[config.mk]
export PLATFORM = sky130hd
export DESIGN_NAME = pidci_dp
export DESIGN_NICKNAME = d
export VERILOG_FILES = /design/src/hdl/pidci_pkg.sv /design/src/hdl/pidci_dp.sv
export SDC_FILE = /design/constraint.sdc
export NUM_CORES = 2
export LEC_CHECK = 0
export BUFFER_PORTS_ARGS = -buffer_cell sky130_fd_sc_hd__buf_2
export CORE_UTILIZATION = 60
export CTS_BUF_LIST = sky130_fd_sc_hd__clkbuf_4
export CTS_CLUSTER_DIAMETER = 120
export DETAILED_ROUTE_END_ITERATION = 8
export HOLD_SLACK_MARGIN = 0.03
export PLACE_DENSITY = 0.81
export SKIP_CTS_REPAIR_TIMING = 1
export SLEW_MARGIN = 20
export SYNTH_ARGS = -nofsm -noshare
export SYNTH_HDL_FRONTEND = slang
export SYNTH_SLANG_ARGS = --single-unit
export TNS_END_PERCENT = 100
[constraint.sdc]
create_clock -name clk -period 31.4 [get_ports clk]
set_input_delay 4.71 -clock clk [delete_from_list [all_inputs] [get_ports clk]]
set_output_delay 4.71 -clock clk [all_outputs]
set_load 0.02 [all_outputs]
[src/hdl/pidci_pkg.sv]
// ----------------------------------------------------------------------------
// pidci_pkg: shared types, constants and control store
// Beat formats, configuration, datapath widths and the microprogram of the
// clamped-integral PID regulator.
// ----------------------------------------------------------------------------
package pidci_pkg;

  // fixed point format
  localparam int FRAC_BITS = 16;
  localparam int SPLIT     = 24;               // integral split for the I product
  localparam int ACC_W     = 48;               // integrator width
  localparam int MUL_W     = 33;               // shared multiplier operand width
  localparam int PROD_W    = 2 * MUL_W;
  localparam int SUM_W     = 72;               // output accumulator
  localparam int DIV_W     = 33 + FRAC_BITS;   // preset dividend / quotient bits
  localparam int QUO_W     = (DIV_W > ACC_W + 1) ? DIV_W : ACC_W + 1;
  localparam int CNT_W     = $clog2(DIV_W);
  localparam int PC_W      = 4;
  localparam int REG_IDX_W = 2;
  localparam int DATA_W    = 32;

  localparam logic [ACC_W-1:0] INT_MAX = {1'b0, {(ACC_W-1){1'b1}}};
  localparam logic [ACC_W-1:0] INT_MIN = {1'b1, {(ACC_W-1){1'b0}}};

  // register indexes
  localparam logic [REG_IDX_W-1:0] REG_P_GAIN    = 2'd0;
  localparam logic [REG_IDX_W-1:0] REG_I_GAIN    = 2'd1;
  localparam logic [REG_IDX_W-1:0] REG_D_GAIN    = 2'd2;
  localparam logic [REG_IDX_W-1:0] REG_MAX_ERROR = 2'd3;

  // multiplier operand selects
  localparam logic [2:0] MUL_NONE = 3'd0;
  localparam logic [2:0] MUL_EDT  = 3'd1;
  localparam logic [2:0] MUL_PE   = 3'd2;
  localparam logic [2:0] MUL_DS   = 3'd3;
  localparam logic [2:0] MUL_ILO  = 3'd4;
  localparam logic [2:0] MUL_IHI  = 3'd5;

  // datapath operations
  localparam logic [3:0] ALU_NONE       = 4'd0;
  localparam logic [3:0] ALU_ERR        = 4'd1;
  localparam logic [3:0] ALU_INT_UPD    = 4'd2;
  localparam logic [3:0] ALU_ACC_LOAD   = 4'd3;
  localparam logic [3:0] ALU_ACC_ADD    = 4'd4;
  localparam logic [3:0] ALU_ACC_ADD_HI = 4'd5;
  localparam logic [3:0] ALU_DIV_INIT   = 4'd6;
  localparam logic [3:0] ALU_DIV_STEP   = 4'd7;
  localparam logic [3:0] ALU_PRE_LOAD   = 4'd8;

  // jump conditions
  localparam logic [1:0] JMP_NONE      = 2'd0;
  localparam logic [1:0] JMP_PRESET    = 2'd1;
  localparam logic [1:0] JMP_GAIN_ZERO = 2'd2;
  localparam logic [1:0] JMP_DIV_BUSY  = 2'd3;

  // microprogram addresses
  localparam logic [PC_W-1:0] ST_ERR      = 4'd0;
  localparam logic [PC_W-1:0] ST_MUL_EDT  = 4'd1;
  localparam logic [PC_W-1:0] ST_INT      = 4'd2;
  localparam logic [PC_W-1:0] ST_P        = 4'd3;
  localparam logic [PC_W-1:0] ST_D        = 4'd4;
  localparam logic [PC_W-1:0] ST_ILO      = 4'd5;
  localparam logic [PC_W-1:0] ST_IHI      = 4'd6;
  localparam logic [PC_W-1:0] ST_EMIT     = 4'd7;
  localparam logic [PC_W-1:0] ST_PRE_INIT = 4'd8;
  localparam logic [PC_W-1:0] ST_PRE_DIV  = 4'd9;
  localparam logic [PC_W-1:0] ST_PRE_LOAD = 4'd10;
  localparam logic [PC_W-1:0] ST_END      = 4'd11;

  typedef struct packed {
    logic               command;
    logic signed [31:0] setpoint;
    logic signed [31:0] measured;
    logic        [31:0] time_step;
    logic signed [31:0] error_slope;
    logic signed [31:0] preset_position;
    logic signed [31:0] preset_offset;
  } item_t;

  typedef struct packed {
    logic signed [31:0] drive;
    logic               error_clamped;
  } result_t;

  typedef struct packed {
    logic signed [31:0] p_gain;
    logic signed [31:0] i_gain;
    logic signed [31:0] d_gain;
    logic        [30:0] max_error;
  } cfg_t;

  typedef struct packed {
    logic [2:0]      mul_sel;
    logic [3:0]      alu_op;
    logic [1:0]      jump;
    logic [PC_W-1:0] target;
    logic            last;
    logic            emit;
  } uword_t;

  typedef struct packed {
    logic preset;
    logic gain_zero;
    logic div_busy;
  } dp_flags_t;

  localparam uword_t UW_IDLE = '{MUL_NONE, ALU_NONE, JMP_NONE, ST_ERR, 1'b1, 1'b0};

  // control store
  function automatic uword_t ucode(input logic [PC_W-1:0] pc);
    uword_t w;
    w = UW_IDLE;
    unique case (pc)
      ST_ERR:      w = '{MUL_NONE, ALU_ERR,        JMP_PRESET,    ST_PRE_INIT, 1'b0, 1'b0};
      ST_MUL_EDT:  w = '{MUL_EDT,  ALU_NONE,       JMP_NONE,      ST_ERR,      1'b0, 1'b0};
      ST_INT:      w = '{MUL_PE,   ALU_INT_UPD,    JMP_NONE,      ST_ERR,      1'b0, 1'b0};
      ST_P:        w = '{MUL_DS,   ALU_ACC_LOAD,   JMP_NONE,      ST_ERR,      1'b0, 1'b0};
      ST_D:        w = '{MUL_ILO,  ALU_ACC_ADD,    JMP_NONE,      ST_ERR,      1'b0, 1'b0};
      ST_ILO:      w = '{MUL_IHI,  ALU_ACC_ADD,    JMP_NONE,      ST_ERR,      1'b0, 1'b0};
      ST_IHI:      w = '{MUL_NONE, ALU_ACC_ADD_HI, JMP_NONE,      ST_ERR,      1'b0, 1'b0};
      ST_EMIT:     w = '{MUL_NONE, ALU_NONE,       JMP_NONE,      ST_ERR,      1'b1, 1'b1};
      ST_PRE_INIT: w = '{MUL_NONE, ALU_DIV_INIT,   JMP_GAIN_ZERO, ST_END,      1'b0, 1'b0};
      ST_PRE_DIV:  w = '{MUL_NONE, ALU_DIV_STEP,   JMP_DIV_BUSY,  ST_PRE_DIV,  1'b0, 1'b0};
      ST_PRE_LOAD: w = '{MUL_NONE, ALU_PRE_LOAD,   JMP_NONE,      ST_ERR,      1'b1, 1'b0};
      ST_END:      w = UW_IDLE;
      default:     w = UW_IDLE;
    endcase
    return w;
  endfunction

endpackage

[src/hdl/pidci_dp.sv]
// ----------------------------------------------------------------------------
// pidci_dp: regulator datapath
// Item register, error limiter, shared 33x33 multiplier, integrator,
// output accumulator and a bit-serial restoring divider for the preset.
// ----------------------------------------------------------------------------
module pidci_dp
  import pidci_pkg::*;
(
  input  logic      clk,
  input  logic      rst,
  input  logic      load,
  input  item_t     item,
  input  cfg_t      cfg,
  input  uword_t    uw,
  output dp_flags_t flags,
  output result_t   res
);

  item_t                     cur;
  logic signed [31:0]        err;
  logic                      clamped;
  logic signed [ACC_W-1:0]   integ;
  logic signed [PROD_W-1:0]  prod;
  logic signed [SUM_W-1:0]   sum;
  logic        [31:0]        rem;
  logic        [DIV_W-1:0]   dq;
  logic        [31:0]        dvs;
  logic                      neg;
  logic        [CNT_W-1:0]   cnt;

  logic signed [32:0]        e_raw;
  logic signed [32:0]        e_lim;
  logic signed [32:0]        e_sat;
  logic                      e_clip;
  logic signed [MUL_W-1:0]   ma;
  logic signed [MUL_W-1:0]   mb;
  logic signed [SUM_W-1:0]   prod_ext;
  logic signed [PROD_W-1:0]  isum;
  logic        [ACC_W-1:0]   integ_upd;
  logic        [32:0]        s;
  logic        [32:0]        s_mag;
  logic        [32:0]        trial;
  logic        [32:0]        diff;
  logic                      ge;
  logic        [QUO_W-1:0]   mag;
  logic        [ACC_W-1:0]   integ_pre;
  logic        [SUM_W-32:0]  upper;

  // error limit
  assign e_raw = {cur.measured[31], cur.measured} - {cur.setpoint[31], cur.setpoint};
  assign e_lim = {2'b00, cfg.max_error};

  always_comb begin
    e_sat  = e_raw;
    e_clip = 1'b0;
    if (e_raw > e_lim) begin
      e_sat  = e_lim;
      e_clip = 1'b1;
    end else if (e_raw < -e_lim) begin
      e_sat  = -e_lim;
      e_clip = 1'b1;
    end
  end

  // multiplier operands
  always_comb begin
    ma = '0;
    mb = '0;
    case (uw.mul_sel)
      MUL_EDT: begin
        ma = {err[31], err};
        mb = {1'b0, cur.time_step};
      end
      MUL_PE: begin
        ma = {cfg.p_gain[31], cfg.p_gain};
        mb = {err[31], err};
      end
      MUL_DS: begin
        ma = {cfg.d_gain[31], cfg.d_gain};
        mb = {cur.error_slope[31], cur.error_slope};
      end
      MUL_ILO: begin
        ma = {cfg.i_gain[31], cfg.i_gain};
        mb = {{(MUL_W-SPLIT){1'b0}}, integ[SPLIT-1:0]};
      end
      MUL_IHI: begin
        ma = {cfg.i_gain[31], cfg.i_gain};
        mb = {{(MUL_W-(ACC_W-SPLIT)){integ[ACC_W-1]}}, integ[ACC_W-1:SPLIT]};
      end
      default: ;
    endcase
  end

  assign prod_ext = {{(SUM_W-PROD_W){prod[PROD_W-1]}}, prod};

  // integrator: floored at zero, saturated at the top
  assign isum = (prod >>> FRAC_BITS) + $signed({{(PROD_W-ACC_W){integ[ACC_W-1]}}, integ});

  always_comb begin
    if (isum[PROD_W-1]) begin
      integ_upd = '0;
    end else if (|isum[PROD_W-2:ACC_W-1]) begin
      integ_upd = INT_MAX;
    end else begin
      integ_upd = isum[ACC_W-1:0];
    end
  end

  // preset divider: magnitudes, one quotient bit per step
  assign s     = {cur.preset_position[31], cur.preset_position}
               + {cur.preset_offset[31], cur.preset_offset};
  assign s_mag = s[32] ? 33'd0 - s : s;
  assign trial = {rem, dq[DIV_W-1]};
  assign diff  = trial - {1'b0, dvs};
  assign ge    = trial >= {1'b0, dvs};
  assign mag   = QUO_W'(dq);

  always_comb begin
    if (!neg) begin
      integ_pre = (mag > QUO_W'(INT_MAX)) ? INT_MAX : mag[ACC_W-1:0];
    end else begin
      integ_pre = (mag > QUO_W'(INT_MIN)) ? INT_MIN : ACC_W'(0) - mag[ACC_W-1:0];
    end
  end

  always_ff @(posedge clk) begin
    if (load) begin
      cur <= item;
    end
    if (uw.mul_sel != MUL_NONE) begin
      prod <= ma * mb;
    end
    unique case (uw.alu_op)
      ALU_ERR: begin
        err     <= e_sat[31:0];
        clamped <= e_clip;
      end
      ALU_ACC_LOAD:   sum <= prod_ext >>> FRAC_BITS;
      ALU_ACC_ADD:    sum <= sum + (prod_ext >>> FRAC_BITS);
      ALU_ACC_ADD_HI: sum <= sum + (prod_ext <<< (SPLIT - FRAC_BITS));
      ALU_DIV_INIT: begin
        dq  <= {s_mag, {FRAC_BITS{1'b0}}};
        rem <= '0;
        dvs <= cfg.i_gain[31] ? 32'd0 - cfg.i_gain : cfg.i_gain;
        neg <= s[32] ^ cfg.i_gain[31];
        cnt <= CNT_W'(DIV_W - 1);
      end
      ALU_DIV_STEP: begin
        rem <= ge ? diff[31:0] : trial[31:0];
        dq  <= {dq[DIV_W-2:0], ge};
        cnt <= cnt - 1'b1;
      end
      default: ;
    endcase
    if (rst) begin
      integ <= '0;
    end else if (uw.alu_op == ALU_INT_UPD) begin
      integ <= integ_upd;
    end else if (uw.alu_op == ALU_PRE_LOAD) begin
      integ <= integ_pre;
    end
  end

  assign flags.preset    = cur.command;
  assign flags.gain_zero = (cfg.i_gain == 32'sd0);
  assign flags.div_busy  = (cnt != '0);

  // saturate the accumulated drive to 32 bits
  assign upper = sum[SUM_W-1:31];

  always_comb begin
    if (&upper || ~|upper) begin
      res.drive = sum[31:0];
    end else begin
      res.drive = sum[SUM_W-1] ? 32'sh8000_0000 : 32'sh7fff_ffff;
    end
    res.error_clamped = clamped;
  end

  a_integ_floor: assert property (@(posedge clk) disable iff (rst)
    (uw.alu_op == ALU_INT_UPD) |=> !integ[ACC_W-1])
    else $error("integrator negative after update");

endmodule

* Word level (Yosys, flattened, before mapping) *
Index checks and enable logic that the tools add are counted.

word-level totals
  register bits after elaboration = 532
  logic and storage cells = 83

operators by class
  equal/unequal tests = 13
  multiplexer cells = 21
  reduce and logical (&&, ||, !) cells = 12
  magnitude comparators = 5
  bitwise gates (word level) = 1
  add/sub/neg operators = 11
  $mul = 1

operator list
  cell                                                                    count
  48-bit two-way mux                                                      7
  72-bit one-hot mux with 3 select lines                                  1
  33-bit one-hot mux with 5 select lines                                  1
  33-bit one-hot mux with 4 select lines                                  1
  32-bit two-way mux                                                      4
  49-bit one-hot mux with 2 select lines                                  1
  72-bit by 50-bit adder with 72-bit output                               1
  72-bit adder                                                            1
  33-bit by 33-bit multiplier with 66-bit output                          1
  32-bit one-hot mux with 2 select lines                                  1
  31-bit two-way mux                                                      2
  50-bit by 48-bit adder with 51-bit output                               1
  49-bit by 47-bit > comparator with 1-bit output, second input constant  1
  49-bit by 48-bit > comparator with 1-bit output, second input constant  1
  1-bit by 48-bit subtractor with 48-bit output, first input constant     1
  41-bit AND reduction                                                    1
  41-bit OR reduction                                                     1
  32-bit by 32-bit adder with 33-bit output                               1
  33-bit by 32-bit greater-or-equal comparator with 1-bit output          1
  33-bit by 32-bit > comparator with 1-bit output                         1
  33-bit < comparator                                                     1
  33-bit two-way mux                                                      1
  31-bit negation with 33-bit output                                      1
  1-bit by 33-bit subtractor with 33-bit output, first input constant     1
  other kinds (22)                                                        30

* Longest topological paths before layout *
  depth in word-level cells = 5
  depth in mapped cells = 40
  depth with buffers taken out = 35

* Worst setup path after synthesis *
Ideal clock, no wire load.

  path type = input to register
  start point = input uw[12] (netlist bit)
  end point = register prod[64], data pin
  arrival time = 14.266 ns
  stages = 32
  setup time = 0.264 ns
  path slack = 16.871 ns
  buffers on the path = 3
  required time = 31.136 ns
  cell sequence = clkbuf_1 -> inv_1 -> nor3_1 -> clkbuf_1 -> buf_1 -> nand2_1 -> a21oi_1 -> nand2_1 -> fa_1 -> inv_1 -> fa_1 -> fa_1 -> fa_1 -> fa_1 -> fa_1 -> fa_1 -> inv_1 -> fa_1 -> inv_1 -> ha_1 -> a21o_1 -> a21o_1 -> a21oi_1 -> o21ai_0 -> nor2b_1 -> a2111o_1 -> a32oi_1 -> o31ai_1 -> a21bo_2 -> or2_2 -> a221oi_1 -> xnor2_1

between the ends
  longest elaborated chain between the ends = 4
  elaborated cells on any way between the ends = 9

RTL lines
  item                                              RTL line         text
  start, declared                                   pidci_dp.sv:14   input uword_t uw,
  3-bit == test                                     pidci_dp.sv:69   case (uw.mul_sel)
  2-bit OR reduction (no line)                      -
  33-bit one-hot mux with 4 select lines            pidci_dp.sv:69
  33-bit by 33-bit multiplier with 66-bit output *  pidci_dp.sv:131  prod <= ma * mb;
  end signal, assigned                              pidci_dp.sv:131
  end, declared                                     pidci_dp.sv:23   logic signed [PROD_W-1:0] prod;

Mark *: on every way between the ends. The rest lies on a longest branch, timed or not.
A chain may end at the register's enable or synchronous reset.

* Worst setup path in the final report *
  start point = input uw[12] (netlist bit)
  end point = register prod[51], data pin

Same word-level chain as after synthesis.

==> metrics.md <==
| Metric | Value |
|---|---|
| Num rows | `132` |
| Syn. warnings | `0` |
| Max Cap Violations | `0` |
| First-pass GRT wire length | `413900 um` |
| Dominant cells by area after synthesis | `fa_1 (29%), edfxtp_1 (18%), ha_1 (9.0%)` |
| Final nets | `11071` |
| Post-route design area | `0.08476 mm^2` |
| Post-synth top cells | `inv_1 (1321), fa_1 (1128), nor2_1 (942)` |
| Worst Setup Path Type | `in2reg` |
| Tcrit/Tclk final | `a little over 50%` |
| Root buffer cell | `clkbuf_4` |
| Layout Cells excl Fill | `10935` |
| Asr flop ratio synth | `0%` |
| Synth Cell Area | `0.07880 mm^2` |
| Die Y | `approximately 360 um` |
| Hold Crit Start | `rem[14]` |
| Hold Path Depth | `2` |
| Final WL | `277000 um` |
| CP max-delay cell | `a221o_1` |
| Clock skew | `between 0.1 and 0.15 ns` |
| Placed Cells incl. Taps | `roughly 11000` |
| Worst Hold Endpoint | `rem[15]` |
| 1st-iter DRT viols | `just under 8000` |
| CTS Sinks | `532` |
| Vias/cell | `6.321` |
| Critical Path Start Type | `primary input` |
| Lkg Pwr | `0.03974 uW` |
| Antenna viol nets, final | `0` |
| FF-to-FF setup slack | `19.00 ns` |
| Synth cell types | `99` |
| Final setup viols | `0` |
| Reg2Reg Depth | `29` |
| First-pass DRT Iterations | `9` |
| Grt ovf | `0` |
| Effective utilization at floorplan | `60.63%` |
| HPWL Detailed | `about 210000 um` |
| Setup TNS | `0 ns` |
| Slew @ Worst Pin | `1.160 ns` |
| Relative slew slack | `approximately 22%` |
| Largest net degree at the start of global routing | `87` |
| Clk_lat worst skew | `1.15 ns` |
| Post-synthesis sequential area ratio | `19.66%` |
| Run status | `complete, no violations` |
| FILL cells | `10991` |
| Max Freq | `0.06161 GHz` |
| CTS H-tree depth | `4` |
| Combinational Power Share | `78.5%` |
| Placed cell area | `~0.083 mm^2` |
| R2R Path Start | `integ[47]` |
| CTS clk-pin slew, worst paths | `around 0.070 ns` |
| Initial antenna violation count | `70` |
| # DRC | `0` |
| Final setup margin | `15.17 ns` |
| Setup crit end kind | `flop` |
| Number of global-route vias before repair | `69987` |
| Layout area overhead | `7.558%` |
| Core area | `around 0.13 mm^2` |
| Top-area cell type share of the netlist area | `28.66%` |
| RR Endpoint | `prod[51]` |
| Most area-hungry cell type in the Yosys netlist | `fa_1` |
| Top_reg_cell synth | `edfxtp_1` |
| Via Count | `69116` |
| Max FO, Critical Path | `78` |
| CTS Buf Count | `150` |
| Clock Path Buffers | `3` |
| Switching share of total power | `about 57%` |
| I/O pins | `374` |
| Clock share of power | `7.3%` |
| Cells after synthesis | `8784` |
| Mapped Nets | `10817` |
| Pwr dens | `106.7 mW/mm^2` |
| Post-synth EDFFs | `484` |
| Share of layout cells above drive strength 1 | `roughly a tenth` |
| Worst Hold Class | `reg2reg` |
| Die area | `~0.13 mm^2` |
| CTS tree | `yes` |
| Max VDD drop | `approximately 0.24 mV` |
| Critical Path RT | `32.11 ns` |
| Synthesis-stage register bit count | `532` |
| Final hold vios | `0` |
| Reg power frac | `14.3%` |
| Switch Pwr | `~5200 uW` |
| GRT Total Usage | `42.23%` |
| I/O Buffers | `365` |
| Final Max Tran Viols | `0` |
| Power Internal | `3893 uW` |
| RSZ-0062 raised after global routing | `no` |
| Pre-CTS WS | `14.57 ns` |
| Final Core Density | `~65%` |
| Most frequent cell after synthesis | `inv_1` |
| Fin crit period | `between 15 and 20 ns` |
| Peak per-stage delay on the critical path | `between 0.9 and 1 ns` |
| WL/cell | `roughly 25 um` |
| DIE WIDTH | `364.4 um` |
| CP arrival | `16.94 ns` |
| Syn Area/Cell | `8.971 um^2` |
| RePlAce Congestion | `1.040` |
[critical path: cells and delay by family]
family          cells  cell delay [ns]
xor+xnor            1             0.79
buf+inv            12             2.41
compound gates      9             3.14
fa+ha+maj           9             4.58
simple gates        5             1.23
[logic make-up after synthesis]
| group | count (synthesis) | synth area share (%) |
|---|---|---|
| xor gates and xnor gates | 398 | 4.423 |
| adders and majority gates | 1695 | 37.66 |
| muxes | 26 | 0.3366 |
| buffers and inverters | 1721 | 8.240 |
| AOI/OAI and AO/OA | 1847 | 15.33 |
| DFF | 532 | 19.66 |
| and+or+nand+nor | 2565 | 14.35 |
[power groups by stage]
stage	sequential, uW	combinational, uW	clock, uW
detailed placement	1290	6810	0
global placement	1290	6680	0
global route	1280	7710	703
CTS	1280	6850	668
finish	1290	7100	659
floorplan	1150	4600	0
[state kept, by name, indices dropped and copies added, names as in the netlist]
register / count
err: 32
dvs: 32
neg: 1
rem: 32
cnt: 6
sum: 72
cur: 192
integ: 48
dq: 49
flags: 1
prod: 66
clamped: 1
[worst max path at each step]
stage,depth (start not counted),end,from,slack [ns]
after floorplan,32,prod[64],uw[12],16.87
after global placement,36,prod[63],uw[12],14.75
after detailed placement,36,prod[63],uw[12],14.57
after CTS,36,prod[63],uw[12],15.72
after global routing,36,prod[51],uw[12],14.94
final,36,prod[51],uw[12],15.17
[layout by cell type (no fill, tap or decap), types with 25 or more instances in the layout]
master,synthesis,routed
a21oi_1,566,560
nor2b_1,61,59
buf_2,5,363
o21a_1,58,58
nor2_1,942,937
xnor2_1,274,274
ha_1,567,567
nand4_1,92,92
a21o_1,231,231
a31oi_1,72,72
inv_1,1321,1321
a221o_1,73,70
clkbuf_4,0,200
o31ai_1,43,39
and3_1,57,57
nand3_1,87,87
edfxtp_1,484,484
xor2_1,124,124
a22o_1,43,43
diode_2,0,49
o211ai_1,25,25
a221oi_1,81,56
nor4_1,41,40
fa_1,1128,1127
a211oi_1,71,69
buf_4,5,137
nor3_1,99,96
clkinv_1,1,30
nand2_1,939,938
dfxtp_1,48,48
o21ai_0,350,350
o21bai_1,55,55
and2_1,52,52
nand2b_1,61,61
[cell type report]
| class | count | area (um^2) | area share, % |
|---|---|---|---|
| tap | 1742 | 2180 | 2.572 |
| inverter | 1322 | 4962 | 5.855 |
| timing repair buffer | 501 | 2859 | 3.373 |
| clock inverter | 58 | 365.4 | 0.4310 |
| clock buffer | 200 | 1501 | 1.771 |
| sequential | 532 | 15490 | 18.28 |
| multi-input combinational | 6531 | 57270 | 67.57 |
| antenna | 49 | 122.6 | 0.1447 |
[metrics by stage]
stage	total power, uW	hold slack, ns
CTS	8800	0.5906
floorplan	5741	0.4820
finish	9047	0.5924
detailed placement	8107	0.5811
global route	9694	0.6073
global placement	7977	0.5647
[routing by layer]
metal	global-route usage, %	wire length, um	share of wire (%)
met1	49.39	96220	35
met2	65.09	123200	44
met3	13.76	33640	12
met4	31.08	23490	8.5
met5	0.8715	459	0.17
(Power assumes the default switching activity.)
