**config.mk**
```make
export PLATFORM = sky130hd
export DESIGN_NAME = pidci_seq
export DESIGN_NICKNAME = d
export VERILOG_FILES = /design/src/hdl/pidci_pkg.sv /design/src/hdl/pidci_seq.sv
export SDC_FILE = /design/constraint.sdc
export NUM_CORES = 1
export LEC_CHECK = 0
export BUFFER_PORTS_ARGS = -buffer_cell sky130_fd_sc_hd__buf_2
export CAP_MARGIN = 10
export CORE_MARGIN = 4
export CORE_UTILIZATION = 35
export DETAILED_ROUTE_END_ITERATION = 10
export SLEW_MARGIN = 20
export SYNTH_ARGS = -nofsm -noshare
export SYNTH_HDL_FRONTEND = slang
export SYNTH_SLANG_ARGS = --single-unit
```
**constraint.sdc**
```tcl
create_clock -name clk -period 3.86 [get_ports clk]
set_input_delay 0.579 -clock clk [delete_from_list [all_inputs] [get_ports clk]]
set_output_delay 0.579 -clock clk [all_outputs]
set_load 0.005 [all_outputs]
```
**src/hdl/pidci_pkg.sv**
```systemverilog
// ----------------------------------------------------------------------------
// pidci_pkg: shared types, constants and control store
// Beat formats, configuration, datapath widths and the microprogram of the
// clamped-integral PID regulator.
// ----------------------------------------------------------------------------
package pidci_pkg;

  // fixed point format
  localparam int FRAC_BITS = 16;
  localparam int SPLIT     = 24;               // integral split for the I product
  localparam int ACC_W     = 48;               // integrator width
  localparam int MUL_W     = 33;               // shared multiplier operand width
  localparam int PROD_W    = 2 * MUL_W;
  localparam int SUM_W     = 72;               // output accumulator
  localparam int DIV_W     = 33 + FRAC_BITS;   // preset dividend / quotient bits
  localparam int QUO_W     = (DIV_W > ACC_W + 1) ? DIV_W : ACC_W + 1;
  localparam int CNT_W     = $clog2(DIV_W);
  localparam int PC_W      = 4;
  localparam int REG_IDX_W = 2;
  localparam int DATA_W    = 32;

  localparam logic [ACC_W-1:0] INT_MAX = {1'b0, {(ACC_W-1){1'b1}}};
  localparam logic [ACC_W-1:0] INT_MIN = {1'b1, {(ACC_W-1){1'b0}}};

  // register indexes
  localparam logic [REG_IDX_W-1:0] REG_P_GAIN    = 2'd0;
  localparam logic [REG_IDX_W-1:0] REG_I_GAIN    = 2'd1;
  localparam logic [REG_IDX_W-1:0] REG_D_GAIN    = 2'd2;
  localparam logic [REG_IDX_W-1:0] REG_MAX_ERROR = 2'd3;

  // multiplier operand selects
  localparam logic [2:0] MUL_NONE = 3'd0;
  localparam logic [2:0] MUL_EDT  = 3'd1;
  localparam logic [2:0] MUL_PE   = 3'd2;
  localparam logic [2:0] MUL_DS   = 3'd3;
  localparam logic [2:0] MUL_ILO  = 3'd4;
  localparam logic [2:0] MUL_IHI  = 3'd5;

  // datapath operations
  localparam logic [3:0] ALU_NONE       = 4'd0;
  localparam logic [3:0] ALU_ERR        = 4'd1;
  localparam logic [3:0] ALU_INT_UPD    = 4'd2;
  localparam logic [3:0] ALU_ACC_LOAD   = 4'd3;
  localparam logic [3:0] ALU_ACC_ADD    = 4'd4;
  localparam logic [3:0] ALU_ACC_ADD_HI = 4'd5;
  localparam logic [3:0] ALU_DIV_INIT   = 4'd6;
  localparam logic [3:0] ALU_DIV_STEP   = 4'd7;
  localparam logic [3:0] ALU_PRE_LOAD   = 4'd8;

  // jump conditions
  localparam logic [1:0] JMP_NONE      = 2'd0;
  localparam logic [1:0] JMP_PRESET    = 2'd1;
  localparam logic [1:0] JMP_GAIN_ZERO = 2'd2;
  localparam logic [1:0] JMP_DIV_BUSY  = 2'd3;

  // microprogram addresses
  localparam logic [PC_W-1:0] ST_ERR      = 4'd0;
  localparam logic [PC_W-1:0] ST_MUL_EDT  = 4'd1;
  localparam logic [PC_W-1:0] ST_INT      = 4'd2;
  localparam logic [PC_W-1:0] ST_P        = 4'd3;
  localparam logic [PC_W-1:0] ST_D        = 4'd4;
  localparam logic [PC_W-1:0] ST_ILO      = 4'd5;
  localparam logic [PC_W-1:0] ST_IHI      = 4'd6;
  localparam logic [PC_W-1:0] ST_EMIT     = 4'd7;
  localparam logic [PC_W-1:0] ST_PRE_INIT = 4'd8;
  localparam logic [PC_W-1:0] ST_PRE_DIV  = 4'd9;
  localparam logic [PC_W-1:0] ST_PRE_LOAD = 4'd10;
  localparam logic [PC_W-1:0] ST_END      = 4'd11;

  typedef struct packed {
    logic               command;
    logic signed [31:0] setpoint;
    logic signed [31:0] measured;
    logic        [31:0] time_step;
    logic signed [31:0] error_slope;
    logic signed [31:0] preset_position;
    logic signed [31:0] preset_offset;
  } item_t;

  typedef struct packed {
    logic signed [31:0] drive;
    logic               error_clamped;
  } result_t;

  typedef struct packed {
    logic signed [31:0] p_gain;
    logic signed [31:0] i_gain;
    logic signed [31:0] d_gain;
    logic        [30:0] max_error;
  } cfg_t;

  typedef struct packed {
    logic [2:0]      mul_sel;
    logic [3:0]      alu_op;
    logic [1:0]      jump;
    logic [PC_W-1:0] target;
    logic            last;
    logic            emit;
  } uword_t;

  typedef struct packed {
    logic preset;
    logic gain_zero;
    logic div_busy;
  } dp_flags_t;

  localparam uword_t UW_IDLE = '{MUL_NONE, ALU_NONE, JMP_NONE, ST_ERR, 1'b1, 1'b0};

  // control store
  function automatic uword_t ucode(input logic [PC_W-1:0] pc);
    uword_t w;
    w = UW_IDLE;
    unique case (pc)
      ST_ERR:      w = '{MUL_NONE, ALU_ERR,        JMP_PRESET,    ST_PRE_INIT, 1'b0, 1'b0};
      ST_MUL_EDT:  w = '{MUL_EDT,  ALU_NONE,       JMP_NONE,      ST_ERR,      1'b0, 1'b0};
      ST_INT:      w = '{MUL_PE,   ALU_INT_UPD,    JMP_NONE,      ST_ERR,      1'b0, 1'b0};
      ST_P:        w = '{MUL_DS,   ALU_ACC_LOAD,   JMP_NONE,      ST_ERR,      1'b0, 1'b0};
      ST_D:        w = '{MUL_ILO,  ALU_ACC_ADD,    JMP_NONE,      ST_ERR,      1'b0, 1'b0};
      ST_ILO:      w = '{MUL_IHI,  ALU_ACC_ADD,    JMP_NONE,      ST_ERR,      1'b0, 1'b0};
      ST_IHI:      w = '{MUL_NONE, ALU_ACC_ADD_HI, JMP_NONE,      ST_ERR,      1'b0, 1'b0};
      ST_EMIT:     w = '{MUL_NONE, ALU_NONE,       JMP_NONE,      ST_ERR,      1'b1, 1'b1};
      ST_PRE_INIT: w = '{MUL_NONE, ALU_DIV_INIT,   JMP_GAIN_ZERO, ST_END,      1'b0, 1'b0};
      ST_PRE_DIV:  w = '{MUL_NONE, ALU_DIV_STEP,   JMP_DIV_BUSY,  ST_PRE_DIV,  1'b0, 1'b0};
      ST_PRE_LOAD: w = '{MUL_NONE, ALU_PRE_LOAD,   JMP_NONE,      ST_ERR,      1'b1, 1'b0};
      ST_END:      w = UW_IDLE;
      default:     w = UW_IDLE;
    endcase
    return w;
  endfunction

endpackage

```
**src/hdl/pidci_seq.sv**
```systemverilog
// ----------------------------------------------------------------------------
// pidci_seq: microprogram sequencer
// Step counter over the control store with conditional jumps and a hold
// input that freezes the result step while the output is still occupied.
// ----------------------------------------------------------------------------
module pidci_seq
  import pidci_pkg::*;
(
  input  logic      clk,
  input  logic      rst,
  input  logic      start,
  input  logic      hold,
  input  dp_flags_t flags,
  output logic      busy,
  output uword_t    uw
);

  logic [PC_W-1:0] pc;
  uword_t          word;
  logic            taken;

  assign word = ucode(pc);
  assign uw   = busy ? word : UW_IDLE;

  always_comb begin
    case (word.jump)
      JMP_PRESET:    taken = flags.preset;
      JMP_GAIN_ZERO: taken = flags.gain_zero;
      JMP_DIV_BUSY:  taken = flags.div_busy;
      default:       taken = 1'b0;
    endcase
  end

  always_ff @(posedge clk) begin
    if (rst) begin
      busy <= 1'b0;
      pc   <= ST_ERR;
    end else if (start) begin
      busy <= 1'b1;
      pc   <= ST_ERR;
    end else if (busy && !hold) begin
      if (word.last) begin
        busy <= 1'b0;
      end
      pc <= taken ? word.target : pc + 1'b1;
    end
  end

  a_hold_freezes: assert property (@(posedge clk) disable iff (rst)
    (busy && hold) |=> (busy && $stable(pc)))
    else $error("sequencer moved while held");

  a_last_ends: assert property (@(posedge clk) disable iff (rst)
    (busy && !hold && word.last) |=> !busy)
    else $error("sequencer still busy after last step");

endmodule

```
Word level (Yosys, flattened, before mapping). Memories as Yosys holds them, arrays and structs flattened. A register that Yosys moved wholly into a read port is not among the register bits. Index checks and enable logic that the tools add are counted. W data, S select, Z words.

Add/sub/neg operators: 1. Mux-type cells: 8. Reductions and logical operators: 6. Eq/ne operators: 3.

Operators with widths (count): $mux W15 (1); $mux W4 (3); $add A4 B1 Y4 const B (1); $eq A2 B2 Y1 const B (2); $reduce_bool A2 Y1 (2); $mux W1 (3); $pmux W1 S3 (1); $eq A2 B1 Y1 const B (1); $reduce_and A2 Y1 (1); $reduce_or A2 Y1 (1); $logic_and A1 B1 Y1 (1); $logic_not A1 Y1 (1).

ROM bits: 224. Output and inout bits: 16. Logic and storage cells: 21. Memories: 1. Bits in registers: 5. Bits of input ports: 7.

Memories: (no name shown) (depth 16, width 14, read ports 1, clocked after Yosys merged registers in 1, wr ports 0, RTL line pidci_pkg.sv:113) `unique case (pc)`.

Depth between registers and ports, before layout. Gate-level depths: netlist of run 1.

Depth in word-level cells: 5. Mapped depth: 11.

Worst setup path before layout of run 1. Ideal clock, no wire load.

Kind: input to register. From: input port flags[2] (netlist bit). To: register, netlist name word[8]. Library setup time: 131 ps. Buffers on the path: 0. Arrival: 2039 ps. Cell stages on the path: 7. Setup slack: 1690 ps. Data required time: 3729 ps. Cells stage by stage: mux2_4 a211o_1 a21oi_2 ha_1 and3_1 o22ai_1 o211ai_1.

Longest elaborated chain between the ends: 4.

Ends and longest elaborated chain: from (decl) (RTL line pidci_seq.sv:13) `input dp_flags_t flags,`; $pmux W1 S3 (RTL line pidci_seq.sv:26) `case (word.jump)`; $mux W4 (RTL line pidci_seq.sv:45) `pc <= taken ? word.target : pc + 1'b1;`; $mux W4 (no line) (2 in series).

Every way passes these cells. A chain may end at the register's enable or synchronous reset.

Final worst setup path of run 1.
From: register busy. To: register, netlist name word[8].

Longest elaborated chain between the ends: 3.

Ends and longest elaborated chain: from (decl) (RTL line pidci_seq.sv:14) `output logic busy,`; from (signal assigned) (RTL line pidci_seq.sv:36) `busy <= 1'b0;`; from (signal assigned) (RTL line pidci_seq.sv:39) `busy <= 1'b1;`; from (signal assigned) (RTL line pidci_seq.sv:43) `busy <= 1'b0;`; $logic_and A1 B1 Y1 (RTL line pidci_seq.sv:41) `end else if (busy && !hold) begin`; $mux W4 (no line) (2 in series).

Every way passes these cells.

==> results.cfg, run 1 <==
[drt]
wl_per_cell_um = 13.5
drc = 0
vias = 964
first_pass_iters = 4
finalWirelength_um = 2590
via_per_inst = 5.02
drtIter0Drc = 52
ant_nets = 0

[cts]
postCtsSetupRepairBufs = 0
h-tree-depth = 1
numCtsBuffers = 3
clock_sink_count = 18
clk_latency_ns = 0.29
cts_hold_buf = 0
clk_pin_slew_ns = 0.10
root_buffer = clkbuf_4
ctsResizeCount = 0
clockBufferDepth = 2
cts_tree = done

[grt]
gr-usage-all-layers = 0.129
grt_max_degree = 20
gr-total-overflow = 0
antenna_found_initial = 0
grt_first_pass_wirelength_um = 4360
grt_pass1_vias = 964

[yosys]
async_flop_share = 0
yosys.cell_types.count = 47
syn-instance-count = 131
syn_nets = 144
avgSynthCellArea_um2 = 8.62
synth_top_area_frac = 0.319
synth_area_um2 = 1130
ys_warn_count = 0
synth_edf_count = 0
synth_ff_type = dfxtp_1
ys_top_cells_by_area = dfxtp_1, and2_1, ha_1
synth_top_area_cell = dfxtp_1
seq_area_frac_synth = 0.319
ys_seq_elements = 18

[layout]
multi_input_area_um2 = 692
layout_commonest_cell = buf_2
antenna_cells = 0
nFillCells = 324
finalNetCount = 162
area_delta_synth_final_pct = 12.6
drive_gt1_frac = 0.243
seq_area_um2 = 360
final_cell_mix = buf_2, dfxtp_1, and2_1
fin_cells = 192

[sta]
final.min_clock_period_ns = 2.44
slew_violations = 0
finalSetupTns_ns = 0
max_freq_ghz = 0.410
timing.final.hold_violations = 0
period_share = 0.632
tightest_slew_ns = 0.506
setup_viol = 0
skew_ns = 0.00223
grt_setup_unrepaired = no
slew_headroom = 0.654

[floorplan]
initial_core_util = 0.367
ios = 23
die_width_um = 64.8
dieArea_um2 = 4200
core_area_um2 = 3080
fp-row-count = 20
die_h_um = 64.8

[worst_setup_path]
crit_type = flip-flop to flip-flop
crit_path_start = busy$_SDFFE_PP0P_
r2r_start = busy$_SDFFE_PP0P_
crit_path_end_kind = flip-flop
cp_data_arrival_time_ns = 2.61
crit_path_max_fanout = 19
rr_worst_depth = 8
crit_required_ns = 4.03
worstReg2RegEnd = word[8]$_DFF_P_
r2r_slack_ns = 1.42
endpoint = word[8]$_DFF_P_
cp-start-kind = flip-flop

[pwr]
leakage_nw = 0.553
powerDensity_nw_per_um2 = 279
ir_drop_uv = 136
p_total_w = 0.000354

[outcome]
outcome = finished clean

[placement]
port_buffers = 21
placed_cells = 188
dp.final_hpwl_um = 2030
finalWeightedCongestion = 0.838

[hold_path]
hp-class = input port to flip-flop

[run]
drv_cap = 0
worst min-delay path by stage:
stage	start	endpoint	slack [ns]	depth (start not counted)
after global routing	rst	busy$_SDFFE_PP0P_	0.47	2
final	rst	busy$_SDFFE_PP0P_	0.46	2
after global placement	word[1]$_DFF_P_	busy$_SDFFE_PP0P_	0.51	3
after detailed placement	word[1]$_DFF_P_	busy$_SDFFE_PP0P_	0.52	3
after CTS	rst	busy$_SDFFE_PP0P_	0.46	2
after floorplan	word[1]$_DFF_P_	busy$_SDFFE_PP0P_	0.49	3
critical path, stage by stage, from the launching register on:
cell,delay (ns)
dfxtp_1,0.67
nor2b_1,0.34
nand2_1,0.12
o211ai_1,0.31
nand2_2,0.16
ha_1,0.33
and3_1,0.15
o22ai_1,0.13
o211ai_1,0.11
logic make-up (layout without fill, tap and decap cells):
group | after synthesis | count (layout) | synth area share
compound gates | 32 | 32 | 0.224
mux | 4 | 4 | 0.0410
flops | 18 | 18 | 0.319
other cells | 1 | 1 | 0.00332
buf+inv | 14 | 31 | 0.0676
simple gates | 56 | 56 | 0.278
fa+ha+maj | 6 | 6 | 0.0665
final cells by class:
type	count	share of cell area
well taps	44	0.0433
clock buffers	4	0.0285
multi-input cells	99	0.544
flip-flops and latches	18	0.283
repair buffers	21	0.0827
inverters	6	0.0177
metal layers:
metal	wire [um]	up-vias	GRT usage
met5	0	-	0
met3	85	2	0.0173
met2	1260	16	0.222
met1	1240	452	0.170
li1	-	494	-
met4	12	0	0.0317
where the power goes:
group / internal (W) / switching [W] / leakage [nW]
Clock: 0.0000574 / 0.0000572 / 0.0210
Sequential: 0.000189 / 0.00000668 / 0.146
Combinational: 0.0000195 / 0.0000242 / 0.386
Total: 0.000266 / 0.0000881 / 0.553
metrics by stage:
stage               hold slack [ns]  area, um^2  worst slack, ns   util
floorplan                     0.488        1130             1.69      -
global placement              0.507        1230             1.45  0.401
detailed placement            0.519        1230             1.35  0.401
CTS                           0.455        1270             1.40  0.413
global route                  0.466        1270             1.24  0.413
finish                        0.460        1270             1.42  0.413
state kept, by name (all words and copies together) (netlist names):
name	count
pc	4
word	13
busy	1
Yosys cell counts (2+ instances only):
| cell type | number |
|---|---|
| clkbuf_1 | 2 |
| o211a_1 | 2 |
| nand2b_1 | 3 |
| nor3_1 | 8 |
| buf_6 | 2 |
| ha_1 | 6 |
| o22ai_1 | 3 |
| nor2_1 | 5 |
| dfxtp_1 | 18 |
| buf_4 | 2 |
| inv_1 | 5 |
| o21ai_0 | 3 |
| nand2_1 | 10 |
| nand3_1 | 3 |
| a21oi_1 | 8 |
| and3_1 | 2 |
| o211ai_1 | 3 |
| nand3b_1 | 2 |
| and2_1 | 14 |
| nor2b_1 | 2 |
| mux2i_1 | 2 |
Note: power is estimated with default switching activity, not from simulation.
==> run 2, diff against run 1 <==
Clock period 3.86 ns to 1.95 ns, I/O delays scaled along.
==> run 2 against run 1 <==
  * The flow now finishes with violations (negative setup slack)
  * Non-clock buffer count increased by 25
  * Largest cell class unchanged
  * Power increased by 95%
  * Final cell count increased by 13%
  * Critical path depth increased by 3
  * First-iteration DRC count increased by 1.9%
  * Combinational power increased to 2.8 times the previous value
  * Sequential cell count unchanged
==> results.cfg, run 2 (synthesized netlist as in run 1, its figures left out) <==
[outcome]
outcome = finished, violations left
violations = negative setup slack

[floorplan]
die_h_um = 64.8
dieArea_um2 = 4200
fp-row-count = 20
ios = 23
die_width_um = 64.8
core_area_um2 = 3080
initial_core_util = 0.367

[worst_setup_path]
crit_type = flip-flop to flip-flop
crit_path_end_kind = flip-flop
cp_data_arrival_time_ns = 2.16
crit_path_max_fanout = 4
cp-start-kind = flip-flop
crit_path_start = pc[0]$_SDFFE_PP0P_
crit_required_ns = 2.13
r2r_start = pc[0]$_SDFFE_PP0P_

[grt]
gr-total-overflow = 0
gr-usage-all-layers = 0.145
antenna_found_initial = 0
grt_first_pass_wirelength_um = 4820
grt_max_degree = 11
grt_pass1_vias = 1085

[cts]
root_buffer = clkbuf_4
cts_hold_buf = 0
h-tree-depth = 1
clockBufferDepth = 2
clk_latency_ns = 0.29
clk_pin_slew_ns = 0.10
clock_sink_count = 18
cts_tree = done
numCtsBuffers = 3

[pwr]
power_frac_clock = 0.268
ir_drop_uv = 256
swShare = 0.268
switching_power_w = 0.000185
leakage_nw = 0.682
pwr-share-seq = 0.552
p_int_w = 0.000505
powerDensity_nw_per_um2 = 445
p_comb_frac = 0.180
p_total_w = 0.000690

[placement]
post_dp_cell_area_um2 = 1410
port_buffers = 21
dp.final_hpwl_um = 2270
placed_cells = 208
finalWeightedCongestion = 0.896

[drt]
wl_per_cell_um = 13.9
first_pass_iters = 4
vias = 1108
via_per_inst = 5.13
drc = 0
ant_nets = 0
finalWirelength_um = 2990
drtIter0Drc = 53

[sta]
grt_setup_unrepaired = yes
worst_slack_ns = -0.0309
final.min_clock_period_ns = 1.98
setup_viol = 1
period_share = 1.02
skew_ns = 0.00565
max_freq_ghz = 0.505
slew_violations = 0
timing.final.hold_violations = 0

[layout]
antenna_cells = 0
finalNetCount = 187
drive_gt1_frac = 0.471
layout_commonest_cell = buf_4
nFillCells = 303
area_delta_synth_final_pct = 37.4
largest_register_ffs = 13
final_area_um2 = 1550
fin_cells = 216
final_cell_mix = buf_4, buf_2, dfxtp_1

[run]
drv_cap = 0

[hold_path]
hp-class = input port to flip-flop
hp-start = rst
[run 2: cell types whose count changed in the layout (fill, tap and decap cells not counted), moves of 2 or more]
cell / delta
buf_4: +23
ha_1: -4
dfxtp_1: -3
dfxtp_2: +3
ha_4: +3
inv_1: -3
inv_2: +3
buf_6: +2
mux2i_1: -2
mux2i_2: +2
[run 2: worst max-delay path, stage by stage (launching register included)]
cell      delay (ns)
dfxtp_2         0.35
ha_4            0.24
a21boi_1        0.12
o211ai_1        0.21
o211ai_1        0.16
nand2_2         0.18
clkinv_4        0.08
ha_1            0.18
nand2_1         0.08
a21oi_2         0.05
o22ai_2         0.11
o211ai_1        0.10
[run 2: path summary, 6_finish.rpt]
kind | to | slack, ns | cells past startpoint
min reg2reg | busy$_SDFFE_PP0P_ | 0.55 | 3
min | busy$_SDFFE_PP0P_ | 0.18 | 2
max reg2reg | word[8]$_DFF_P_ | -0.03 | 11
max | word[8]$_DFF_P_ | -0.03 | 11
[run 2: cell type report]
class,instances,area [um^2],share of cell area
Inverter,6,27.5,0.0178
Sequential cell,18,364,0.235
Multi-Input combinational cell,99,781,0.504
Clock buffer,3,22.5,0.0145
Tap cell,44,55.1,0.0355
Timing Repair Buffer,46,300,0.194
[run 2: metal layers]
metal / wire [um] / track usage
met4: 31 / 0.0554
met1: 1340 / 0.174
met3: 99 / 0.0295
met2: 1520 / 0.252
met5: 0 / 0
[run 2: timing repair]
item	in CTS	in global routing
gates resized for setup	7	19
pin swaps	6	7
setup endpoints to repair	3	12
buffers inserted	3	2
[run 2: metrics by stage]
step                TNS, ns  utilization  hold WS (ns)  setup WS, ns
finish              -0.0309        0.504         0.176       -0.0309
floorplan           -0.0477            -         0.365       -0.0350
global placement    -0.0605        0.457         0.475       -0.0373
global route         -0.339        0.504         0.157        -0.142
CTS                       0        0.480         0.169       0.00361
detailed placement   -0.242        0.457         0.481        -0.119
[run 2: power by group through the flow]
stage                     logic [W]  clock network [W]  registers [W]
after detailed placement   0.000114                  0       0.000389
after global placement     0.000113                  0       0.000389
after CTS                  0.000116           0.000189       0.000381
after global routing       0.000135           0.000211       0.000382
final                      0.000124           0.000185       0.000381
after floorplan           0.0000691                  0       0.000388
==> run 3, diff against run 2 <==
Settings changed: BUFFER_PORTS_ARGS -buffer_cell sky130_fd_sc_hd__buf_2 to not set, DONT_BUFFER_PORTS set to 1.
Clock period 1.95 ns to 2 ns, I/O delays scaled along.
==> run 3 against run 2 <==
  * The flow still finishes with violations (negative setup slack)
  * Critical path depth is 4 lower
  * Global-route usage grew 0.17 points
  * Maximum frequency is 3.2% lower
  * Combinational power fell by 14%
  * Via count is 7.8% lower
==> results.cfg, run 3 (synthesized netlist as in run 1, its figures left out) <==
[outcome]
outcome = finished, violations left
violations = negative setup slack

[grt]
grt_pass1_vias = 1040
gr-total-overflow = 0
antenna_found_initial = 0
gr-usage-all-layers = 0.147
grt_max_degree = 10
grt_first_pass_wirelength_um = 4780

[layout]
nFillCells = 308
antenna_cells = 0
finalNetCount = 168
drive_gt1_frac = 0.399
fin_util = 0.472
largest_register_ffs = 13
final_cell_mix = buf_4, dfxtp_1, and2_1
layout_commonest_cell = buf_4
area_delta_synth_final_pct = 28.6

[worst_setup_path]
crit_path_max_fanout = 4
cp_data_arrival_time_ns = 2.23
r2r_start = word[7]$_SDFF_PN0_
endpoint = word[8]$_DFF_P_
crit_path_end_kind = flip-flop
crit_type = flip-flop to flip-flop
cp-start-kind = flip-flop
r2r_slack_ns = -0.05
crit_path_start = word[7]$_SDFF_PN0_
worstReg2RegEnd = word[8]$_DFF_P_
rr_worst_depth = 7
crit_required_ns = 2.18

[pwr]
ir_drop_uv = 236
pwr-share-seq = 0.566
switching_power_w = 0.000173
p_int_w = 0.000484
power_frac_clock = 0.272
p_comb_frac = 0.162
leakage_nw = 0.585
powerDensity_nw_per_um2 = 453
swShare = 0.263

[sta]
worst_slack_ns = -0.0464
whs_ns = 0.0661
grt_setup_unrepaired = yes
max_freq_ghz = 0.489
period_share = 1.02
timing.final.hold_violations = 0
setup_viol = 1
final.min_clock_period_ns = 2.05
skew_ns = 0.00494
slew_violations = 0

[cts]
numCtsBuffers = 3
root_buffer = clkbuf_4
h-tree-depth = 1
clk_pin_slew_ns = 0.10
cts_tree = done
clockBufferDepth = 2
clk_latency_ns = 0.29
cts_hold_buf = 0
clock_sink_count = 18

[drt]
drc = 0
drtIter0Drc = 43
via_per_inst = 5.19
ant_nets = 0
first_pass_iters = 4
finalWirelength_um = 3070
wl_per_cell_um = 15.6
vias = 1022

[floorplan]
die_h_um = 64.8
dieArea_um2 = 4200
ios = 23
die_width_um = 64.8
fp-row-count = 20
initial_core_util = 0.367
core_area_um2 = 3080

[run]
drv_cap = 0

[placement]
dp.final_hpwl_um = 2180
port_buffers = 0
finalWeightedCongestion = 0.826

[hold_path]
hp-class = input port to flip-flop
==> run 3: cell types whose count changed in the layout (fill, tap and decap cells not counted), sizes merged <==
cell  delta
buf     -19
==> run 3: per-layer routing <==
| metal | global-route usage | share of wire |
|---|---|---|
| met1 | 0.175 | 0.42 |
| met2 | 0.239 | 0.51 |
| met3 | 0.0364 | 0.044 |
| met4 | 0.0818 | 0.026 |
| met5 | 0 | 0 |
==> run 3: worst min-delay path by stage <==
stage / endpoint / startpoint / cells after the start
2_1_floorplan: busy$_SDFFE_PP0P_ / rst / 1
3_3_place_gp: busy$_SDFFE_PP0P_ / rst / 1
3_5_place_dp: busy$_SDFFE_PP0P_ / rst / 1
4_1_cts: busy$_SDFFE_PP0P_ / rst / 1
5_1_grt: busy$_SDFFE_PP0P_ / rst / 1
6_report: busy$_SDFFE_PP0P_ / rst / 1
==> run 3: power groups by stage <==
stage | clock network (W) | registers (W) | logic, W
finish | 0.000179 | 0.000372 | 0.000107
global route | 0.000200 | 0.000373 | 0.000116
CTS | 0.000182 | 0.000371 | 0.0000986
detailed placement | 0 | 0.000379 | 0.0000951
global placement | 0 | 0.000379 | 0.0000940
floorplan | 0 | 0.000379 | 0.0000674
==> run 3: per-stage QoR <==
stage	setup slack (ns)	total power, W	instances	instance area, um^2	setup TNS [ns]
after floorplan	0.00814	0.000446	131	1150	0
after global placement	-0.0549	0.000473	185	1280	-0.0549
after detailed placement	-0.104	0.000474	185	1280	-0.153
after CTS	0.00647	0.000652	192	1370	0
after global routing	-0.106	0.000690	197	1450	-0.292
final	-0.0464	0.000657	197	1450	-0.0464
==> run 3: timing repair <==
action / in CTS / in global routing
buffers inserted: 4 / 5
setup endpoints to repair: 2 / 11
pin swaps: 8 / 5
resized for setup: 8 / 16
==> run 3: layout make-up <==
cell class,instances,area (um^2),area share
well taps,44,55.1,0.0379
clock buffers,3,22.5,0.0155
repair buffers,27,210,0.145
multi-input cells,99,772,0.532
flip-flops and latches,18,364,0.251
inverters,6,27.5,0.0190
==> run 3: critical path: stages, from the launching register on <==
cell and delay (ns):
dfxtp_2 0.37, mux2_4 0.34, a211o_1 0.36, a21oi_4 0.25
ha_4 0.25, and3_4 0.14, o22ai_2 0.11, o211ai_1 0.11
